**src/semaphore_wait_queue_table_defines.svh**
```systemverilog
// Assertion macros for the semaphore wait-queue table.
// No dependencies; included by the top level.
`ifndef SEMAPHORE_WAIT_QUEUE_TABLE_DEFINES_SVH
`define SEMAPHORE_WAIT_QUEUE_TABLE_DEFINES_SVH
`ifndef ASSERT_OFF
`define SWQ_ASSERT(lbl, clk, rst, prop, msg) \
   lbl: assert property (@(posedge clk) disable iff (rst) prop) else $error(msg);
`define SWQ_ASSERT_ALWAYS(lbl, clk, prop, msg) \
   lbl: assert property (@(posedge clk) prop) else $error(msg);
`else
`define SWQ_ASSERT(lbl, clk, rst, prop, msg)
`define SWQ_ASSERT_ALWAYS(lbl, clk, prop, msg)
`endif
`endif

```
**src/swq_pkg.sv**
```systemverilog
// Shared types and constants of the semaphore wait-queue table.
// No dependencies.
package swq_pkg;
   localparam int MAX_PROCS = 20;
   localparam int ID_W = 5;
   localparam int ADDR_W = 32;
   localparam logic [ID_W-1:0] NP_ID = ID_W'(MAX_PROCS);

   typedef enum logic [1:0] {
      CMD_BLOCK  = 2'd0,
      CMD_POP    = 2'd1,
      CMD_REMOVE = 2'd2,
      CMD_PEEK   = 2'd3
   } cmd_type;

   typedef enum logic [1:0] {
      ST_OK        = 2'd0,
      ST_FULL      = 2'd1,
      ST_NOT_FOUND = 2'd2,
      ST_BLOCKED   = 2'd3
   } status_type;

   typedef enum logic [1:0] {
      S_IDLE  = 2'd0,
      S_MATCH = 2'd1,
      S_LOAD  = 2'd2,
      S_EXEC  = 2'd3
   } state_type;

   typedef struct packed {
      logic take_req;
      logic match;
      logic load;
      logic exec;
   } ctl_type;
endpackage

```
**src/swq_ctrl.sv**
```systemverilog
// Sequencer of the semaphore wait-queue table: match, load, execute.
// Uses swq_pkg.
module swq_ctrl (
   input  logic             clock,
   input  logic             reset,
   input  logic             req_valid,
   output logic             req_stall,
   output logic             rsp_valid,
   input  logic             rsp_stall,
   output swq_pkg::ctl_type ctl
);
   swq_pkg::state_type state_ff, state_in;
   logic rsp_valid_ff, rsp_valid_in;

   always_ff @(posedge clock) begin
      if (reset) begin
         state_ff     <= swq_pkg::S_IDLE;
         rsp_valid_ff <= 1'b0;
      end else begin
         state_ff     <= state_in;
         rsp_valid_ff <= rsp_valid_in;
      end
   end

   always_comb begin
      state_in = state_ff;
      ctl = '0;
      rsp_valid_in = rsp_valid_ff && rsp_stall;
      unique case (state_ff)
         swq_pkg::S_IDLE: begin
            if (req_valid) begin
               ctl.take_req = 1'b1;
               state_in = swq_pkg::S_MATCH;
            end
         end
         swq_pkg::S_MATCH: begin
            ctl.match = 1'b1;
            state_in = swq_pkg::S_LOAD;
         end
         swq_pkg::S_LOAD: begin
            ctl.load = 1'b1;
            state_in = swq_pkg::S_EXEC;
         end
         swq_pkg::S_EXEC: begin
            // wait until the output word is free
            if (!rsp_valid_ff || !rsp_stall) begin
               ctl.exec = 1'b1;
               rsp_valid_in = 1'b1;
               state_in = swq_pkg::S_IDLE;
            end
         end
         default: state_in = swq_pkg::S_IDLE;
      endcase
   end

   assign req_stall = (state_ff != swq_pkg::S_IDLE);
   assign rsp_valid = rsp_valid_ff;
endmodule

```
**src/swq_datapath.sv**
```systemverilog
// Descriptor pool, queue links and response word of the wait-queue table.
// Uses swq_pkg; steered by swq_ctrl.
module swq_datapath (
   input  logic                        clock,
   input  logic                        reset,
   input  swq_pkg::ctl_type            ctl,
   input  logic [1:0]                  req_cmd,
   input  logic [swq_pkg::ADDR_W-1:0]  req_sem_addr,
   input  logic [swq_pkg::ID_W-1:0]    req_proc_id,
   output logic [1:0]                  rsp_status,
   output logic [swq_pkg::ID_W-1:0]    rsp_result_proc
);
   localparam int NP = swq_pkg::MAX_PROCS;
   localparam int IW = swq_pkg::ID_W;

   logic [swq_pkg::ADDR_W-1:0] desc_key_ff [NP];
   logic [NP-1:0]              desc_active_ff;
   logic [IW-1:0]              queue_first_ff [NP];
   logic [IW-1:0]              queue_last_ff [NP];
   logic [IW-1:0]              link_after_ff [NP];
   logic [IW-1:0]              link_before_ff [NP];
   logic [IW-1:0]              waiting_on_ff [NP];
   logic [NP-1:0]              is_waiting_ff;

   swq_pkg::cmd_type           cmd_ff;
   logic [swq_pkg::ADDR_W-1:0] addr_ff;
   logic [IW-1:0]              pid_ff;

   logic          hit_ff, hit_in, free_ok_ff, free_ok_in;
   logic [IW-1:0] hit_d_ff, hit_d_in, free_d_ff, free_d_in;

   logic          ok_ff, ok_in, new_ff, new_in;
   logic [IW-1:0] d_ff, d_in, tp_ff, tp_in;
   swq_pkg::status_type st_ff, st_in;

   logic [1:0]    rsp_status_ff;
   logic [IW-1:0] rsp_proc_ff;

   logic          pid_ok;
   logic [IW-1:0] nx, pv, tl;
   logic          head, tail;

   // key match and lowest free descriptor
   always_comb begin
      hit_in = 1'b0;
      hit_d_in = '0;
      free_ok_in = 1'b0;
      free_d_in = '0;
      for (int i = NP - 1; i >= 0; i--) begin
         if (desc_active_ff[i] && desc_key_ff[i] == addr_ff) begin
            hit_in = 1'b1;
            hit_d_in = IW'(i);
         end
         if (!desc_active_ff[i]) begin
            free_ok_in = 1'b1;
            free_d_in = IW'(i);
         end
      end
   end

   assign pid_ok = pid_ff < swq_pkg::NP_ID;

   // choose descriptor and target process
   always_comb begin
      ok_in = 1'b0;
      new_in = 1'b0;
      d_in = hit_d_ff;
      tp_in = pid_ff;
      st_in = swq_pkg::ST_NOT_FOUND;
      unique case (cmd_ff)
         swq_pkg::CMD_BLOCK: begin
            priority if (!pid_ok) begin
               st_in = swq_pkg::ST_NOT_FOUND;
            end else if (is_waiting_ff[pid_ff]) begin
               st_in = swq_pkg::ST_BLOCKED;
            end else if (hit_ff) begin
               ok_in = 1'b1;
            end else if (free_ok_ff) begin
               ok_in = 1'b1;
               new_in = 1'b1;
               d_in = free_d_ff;
            end else begin
               st_in = swq_pkg::ST_FULL;
            end
         end
         swq_pkg::CMD_POP: begin
            if (hit_ff) begin
               tp_in = queue_first_ff[hit_d_ff];
               ok_in = tp_in < swq_pkg::NP_ID;
            end
         end
         swq_pkg::CMD_REMOVE: begin
            if (pid_ok && is_waiting_ff[pid_ff]) begin
               d_in = waiting_on_ff[pid_ff];
               ok_in = (d_in < swq_pkg::NP_ID) && desc_active_ff[d_in];
            end
         end
         swq_pkg::CMD_PEEK: begin
            if (hit_ff) begin
               ok_in = 1'b1;
               tp_in = queue_first_ff[hit_d_ff];
            end
         end
         default: ok_in = 1'b0;
      endcase
   end

   // neighbors of the target process, valid in the execute cycle
   always_comb begin
      nx = link_after_ff[tp_ff];
      pv = link_before_ff[tp_ff];
      tl = queue_last_ff[d_ff];
      head = queue_first_ff[d_ff] == tp_ff;
      tail = tl == tp_ff;
   end

   always_ff @(posedge clock) begin
      if (ctl.take_req) begin
         cmd_ff  <= swq_pkg::cmd_type'(req_cmd);
         addr_ff <= req_sem_addr;
         pid_ff  <= req_proc_id;
      end
      if (ctl.match) begin
         hit_ff     <= hit_in;
         hit_d_ff   <= hit_d_in;
         free_ok_ff <= free_ok_in;
         free_d_ff  <= free_d_in;
      end
      if (ctl.load) begin
         ok_ff  <= ok_in;
         new_ff <= new_in;
         d_ff   <= d_in;
         tp_ff  <= tp_in;
         st_ff  <= st_in;
      end
      if (ctl.exec) begin
         if (ok_ff) begin
            rsp_status_ff <= swq_pkg::ST_OK;
            rsp_proc_ff   <= tp_ff;
         end else begin
            rsp_status_ff <= st_ff;
            rsp_proc_ff   <= '0;
         end
         if (ok_ff && cmd_ff == swq_pkg::CMD_BLOCK) begin
            if (new_ff) begin
               desc_key_ff[d_ff]    <= addr_ff;
               queue_first_ff[d_ff] <= tp_ff;
            end else begin
               if (tl < swq_pkg::NP_ID) link_after_ff[tl] <= tp_ff;
               link_before_ff[tp_ff] <= tl;
            end
            queue_last_ff[d_ff]  <= tp_ff;
            link_after_ff[tp_ff] <= tp_ff;
            waiting_on_ff[tp_ff] <= d_ff;
         end
         if (ok_ff && (cmd_ff == swq_pkg::CMD_POP || cmd_ff == swq_pkg::CMD_REMOVE)) begin
            if (!(head && tail)) begin
               if (head) queue_first_ff[d_ff] <= nx;
               else if (pv < swq_pkg::NP_ID) link_after_ff[pv] <= nx;
               if (tail) queue_last_ff[d_ff] <= pv;
               else if (nx < swq_pkg::NP_ID) link_before_ff[nx] <= pv;
            end
         end
      end
   end

   // occupancy flags
   always_ff @(posedge clock) begin
      if (reset) begin
         desc_active_ff <= '0;
         is_waiting_ff  <= '0;
      end else if (ctl.exec && ok_ff) begin
         if (cmd_ff == swq_pkg::CMD_BLOCK) begin
            desc_active_ff[d_ff] <= 1'b1;
            is_waiting_ff[tp_ff] <= 1'b1;
         end else if (cmd_ff == swq_pkg::CMD_POP || cmd_ff == swq_pkg::CMD_REMOVE) begin
            if (head && tail) desc_active_ff[d_ff] <= 1'b0;
            is_waiting_ff[tp_ff] <= 1'b0;
         end
      end
   end

   assign rsp_status = rsp_status_ff;
   assign rsp_result_proc = rsp_proc_ff;
endmodule

```
**src/semaphore_wait_queue_table.sv**
```systemverilog
// Top level of the semaphore wait-queue table (active semaphore list).
// Uses swq_pkg, swq_ctrl, swq_datapath and the assertion macro header.
//
//  channel | ports                                    | direction
//  req     | req_valid req_stall req_cmd req_sem_addr  | in
//          | req_proc_id                              |
//  rsp     | rsp_valid rsp_stall rsp_status           | out
//          | rsp_result_proc                          |
//
// Each command passes through accept, key match over all descriptors,
// load of descriptor and target process, then the pointer update.
// The next word is taken right after the update, even while the response
// word still waits. Reset clears the active and waiting flags at once.
// A stalled response holds the update stage until the output word frees up.
`include "semaphore_wait_queue_table_defines.svh"
module semaphore_wait_queue_table (
   input  logic                        clock,
   input  logic                        reset,
   input  logic                        req_valid,
   output logic                        req_stall,
   input  logic [1:0]                  req_cmd,
   input  logic [swq_pkg::ADDR_W-1:0]  req_sem_addr,
   input  logic [swq_pkg::ID_W-1:0]    req_proc_id,
   output logic                        rsp_valid,
   input  logic                        rsp_stall,
   output logic [1:0]                  rsp_status,
   output logic [swq_pkg::ID_W-1:0]    rsp_result_proc
);
   swq_pkg::ctl_type ctl;

   // sequencer: one command in flight
   swq_ctrl u_ctrl (
      .clock     (clock),
      .reset     (reset),
      .req_valid (req_valid),
      .req_stall (req_stall),
      .rsp_valid (rsp_valid),
      .rsp_stall (rsp_stall),
      .ctl       (ctl)
   );

   // tables, queue links and response word
   swq_datapath u_dp (
      .clock           (clock),
      .reset           (reset),
      .ctl             (ctl),
      .req_cmd         (req_cmd),
      .req_sem_addr    (req_sem_addr),
      .req_proc_id     (req_proc_id),
      .rsp_status      (rsp_status),
      .rsp_result_proc (rsp_result_proc)
   );

   // a failed command never names a process
   `SWQ_ASSERT(a_fail_zero, clock, reset, (rsp_valid && rsp_status != swq_pkg::ST_OK) |-> (rsp_result_proc == '0), "failed response carries a process")
   // once a word is taken the input stays stalled while it is worked on
   `SWQ_ASSERT(a_busy_after_take, clock, reset, (req_valid && !req_stall) |=> req_stall, "input not stalled during work")
endmodule

```
**config.mk**
```make
export PLATFORM = sky130hd
export DESIGN_NAME = semaphore_wait_queue_table
export DESIGN_NICKNAME = d
export VERILOG_FILES = /design/src/swq_pkg.sv /design/src/swq_ctrl.sv /design/src/swq_datapath.sv /design/src/semaphore_wait_queue_table.sv
export VERILOG_INCLUDE_DIRS = /design/src /design/src/src
export SDC_FILE = /design/constraint.sdc
export NUM_CORES = 2
export LEC_CHECK = 0
export BUFFER_PORTS_ARGS = -buffer_cell sky130_fd_sc_hd__buf_4
export CAP_MARGIN = 20
export CORE_MARGIN = 8
export CORE_UTILIZATION = 40
export CTS_BUF_LIST = sky130_fd_sc_hd__clkbuf_16
export CTS_CLUSTER_DIAMETER = 60
export DETAILED_ROUTE_END_ITERATION = 12
export SLEW_MARGIN = 20
export SYNTH_ARGS = -nofsm -noshare
export SYNTH_HDL_FRONTEND = slang
export SYNTH_SLANG_ARGS = --single-unit
```
**constraint.sdc**
```tcl
create_clock -name clock -period 8.5 [get_ports clock]
set_clock_uncertainty 0.2 [all_clocks]
set_input_delay 0.85 -clock clock [delete_from_list [all_inputs] [get_ports clock]]
set_output_delay 0.85 -clock clock [all_outputs]
set_load 0.02 [all_outputs]
```
==> results.cfg <==
[synth]
ys_warn_count = 0
synth_edf_count = 1212
syn_avg_cell_area_um2 = 15.7
synth_top_family_by_area = XOR/XNOR gates
netlist_area_um2 = 54500
yosysSeqAreaShare_pct = 68.9
yosysUniqueCellTypes = 79
async_reset_ff_share_pct = 0
synthCells = 3463
synth_nets = 3515
synth.area.mux_share_pct = 8.07
synthFlopType = edfxtp_1
synth-xor-area-share_pct = 10.2
synth-simple-area-share_pct = 7.31
synth_compound_area_share_pct = 3.20
synthAdderAreaFrac_pct = 0.207
yosys_register_bits = 1270

[timing]
final_max_slew_viol_count = 0
worst_pin_slew_ns = 1.09
relSlewSlack_pct = 27.4
setup_viol = 0
post-route-min-period_ns = 5.50
post-route-period-util_pct = 64.7
rsz0062_at_grt = no
finalSetupTns_ns = 0
hold_viol = 0
fmax_ghz = 0.182

[clocking]
clock_path_buffers = 3
cts_buffers = 136
clock-sinks = 1270
cts.clk_slew.worst_paths_ns = 0.06
tritoncts = built
cts_root_buffer = clkbuf_16
worstSkewPairLatency_ns = 0.77
cts-htree-levels = 4
cts-resized-gates = 0

[worst_setup_path]
cp.required_ns = 8.68
critPathSlowestCell = dfxtp_1
cp-end-kind = flop
cp_max_fo = 19
crit_chain = buf_4 -> nor2b_1 -> a22oi_1 -> a21oi_1 -> a2111oi_0 -> nor4_1 -> a31oi_2 -> nand2_2 -> mux2i_1 -> o21ai_0
crit_type = reg -> reg
startpoint_type = flop
worstPathArrival_ns = 5.68
max_stage_delay_ns = 1.04

[final_layout]
fin_nets = 3645
antenna_cells = 0
layout_common_cells = 1212 x edfxtp_1, 404 x xnor2_1, 232 x xor2_1
utilization_pct = 45.5
drive_above_1_share_pct = 16.6
layout_commonest_cell = edfxtp_1
syn_to_final_growth_pct = 13.1

[floorplanning]
die_width_um = 385
fp.dieArea_um2 = 148000
num_rows = 135
core_um2 = 135000
dieHeight_um = 385
io_pins = 52
initial_utilization_pct = 40.3

[global_routing]
grtUsageTotal_pct = 18.2
grt_pass1_vias = 29400
grt_pass1_wl_mm = 201
gr-total-overflow = 0
antenna_found_initial = 4
grt_max_degree = 50

[route]
routedLengthMet1_mm = 61.9
wl_mm = 136
drc = 0
top_layer = met4
dr.pass1.iters = 8
met3_length_mm = 8.33
drt-initial-drc-count = 2565
dr_wl_met2_mm = 63.0
vias = 30000
drtAntennaViolNets = 0
wl_per_cell_um = 24.9
vias_per_cell = 5.48

[pwr]
vdd_drop_max_mv = 0.250
p_clk_share_pct = 32.9
p_sw_mw = 5.27
seqPwrFrac_pct = 44.3
p_per_area_nw_per_um2 = 281
leakage_nw = 19.9
swShare_pct = 30.4
p_int_mw = 12.1
combPwrFrac_pct = 22.8

[status]
status = finished clean

[run]
maxCapViolations = 0

[placed_design]
post-dp-hpwl_mm = 85.9
portBuffers = 51
routabilityCongestion = 0.858

[worst_hold_path]
hp-class = in -> reg
## worst max-delay path, delay by kind of cell, from the launching register on
kind,cells,cell delay (ns)
buffers and inverters,1,0.42
and+or+nand+nor,3,1.31
muxes,1,0.85
DFF,1,1.04
AOI/OAI and AO/OA,5,1.27
## state kept, by name (all words and copies together) (netlist names), 2 cells and up, named ones only
| register | flops |
|---|---|
| u_dp.desc_key_ff | 640 |
| u_dp.link_after_ff | 100 |
| u_dp.link_before_ff | 100 |
| u_dp.queue_first_ff | 100 |
| u_dp.queue_last_ff | 100 |
| u_dp.waiting_on_ff | 100 |
| u_dp.addr_ff | 32 |
| u_dp.d_ff | 5 |
| u_dp.free_d_ff | 5 |
| u_dp.hit_d_ff | 5 |
| u_dp.pid_ff | 5 |
| u_dp.rsp_result_proc | 5 |
| u_dp.tp_ff | 5 |
| u_ctrl.state_ff | 2 |
| u_dp.cmd_ff | 2 |
| u_dp.rsp_status | 2 |
| u_dp.st_ff | 2 |
## worst paths after layout
kind                     from                   endpoint  slack (ns)  cells after the start
max                      flop  u_dp.link_after_ff[11][4]        3.00                     10
min          req_sem_addr[23]           u_dp.addr_ff[23]        0.07                      1
max reg2reg              flop  u_dp.link_after_ff[11][4]        3.00                     10
min reg2reg              flop                       flop        0.26                      2
## cells in the mapped netlist, types with 9 or more instances
cell / instances / area share [%]
a21oi_1: 48 / 0.44
a22oi_1: 17 / 0.23
a311oi_1: 23 / 0.37
a31oi_1: 29 / 0.33
and2_1: 13 / 0.15
and3_1: 18 / 0.21
buf_1: 40 / 0.28
buf_2: 61 / 0.56
buf_4: 12 / 0.17
buf_6: 10 / 0.21
clkbuf_1: 54 / 0.37
dfxtp_1: 58 / 2.1
edfxtp_1: 1212 / 67
ha_1: 9 / 0.21
inv_1: 68 / 0.47
mux2_2: 44 / 0.91
mux2i_1: 70 / 1.3
mux4_2: 140 / 5.8
nand2_1: 164 / 1.1
nand2b_1: 15 / 0.17
nand3_1: 60 / 0.55
nand4_1: 125 / 1.4
nor2_1: 182 / 1.3
nor2_2: 17 / 0.20
nor2b_1: 27 / 0.31
nor3_1: 37 / 0.34
nor3b_1: 9 / 0.12
nor4_1: 76 / 0.87
o21ai_0: 66 / 0.61
o22ai_1: 15 / 0.17
or4_1: 10 / 0.14
xnor2_1: 404 / 6.5
xor2_1: 232 / 3.7
## layer usage
layer / GRT usage, % / vias to the layer above
met1: 26.1 / 15400
met2: 28.7 / 1027
met4: 4.95 / 0
met5: 0 / -
li1: - / 13400
met3: 3.15 / 192
## cells by family after synthesis
kind of cell	after synthesis
buffers and inverters	246
adders and majority gates	9
AOI/OAI and AO/OA	261
muxes	258
xor gates and xnor gates	636
DFF	1270
and+or+nand+nor	783
## power groups by stage
stage | Clock (mW) | Sequential (mW) | Combinational (mW)
after floorplan | 0 | 7.71 | 2.63
after detailed placement | 0 | 7.83 | 3.92
after global routing | 6.05 | 7.70 | 4.23
after CTS | 5.82 | 7.70 | 3.93
final | 5.71 | 7.68 | 3.95
after global placement | 0 | 7.83 | 3.88
## timing repair
item,CTS,global route
hold endpoints to repair,6,0
buffers inserted,0,0
hold buffers,6,0
## through the flow
| stage | worst slack [ns] | hold slack, ns | total power, mW | std cells | area [um^2] |
|---|---|---|---|---|---|
| 6_report | 3.00 | 0.0661 | 17.3 | 5482 | 61600 |
| 5_1_grt | 2.85 | 0.0251 | 18.0 | 5482 | 61600 |
| 4_1_cts | 2.94 | 0.00104 | 17.4 | 5479 | 61500 |
| 3_5_place_dp | 2.94 | 0.252 | 11.7 | 5227 | 57100 |
| 3_3_place_gp | 3.06 | 0.242 | 11.7 | 5227 | 57100 |
| 2_1_floorplan | 4.17 | 0.233 | 10.3 | 3463 | 54500 |
## final cells by class
cell class              instances  area [um^2]
repair buffers                169         1310
flip-flops and latches       1270        37600
clock buffers                 140         3500
multi-input cells            1947        15900
inverters                      69          259
fillers                     11800        73700
clock inverters               106          825
well taps                    1781         2230
No activity file was read; power rests on OpenSTA's default activity.
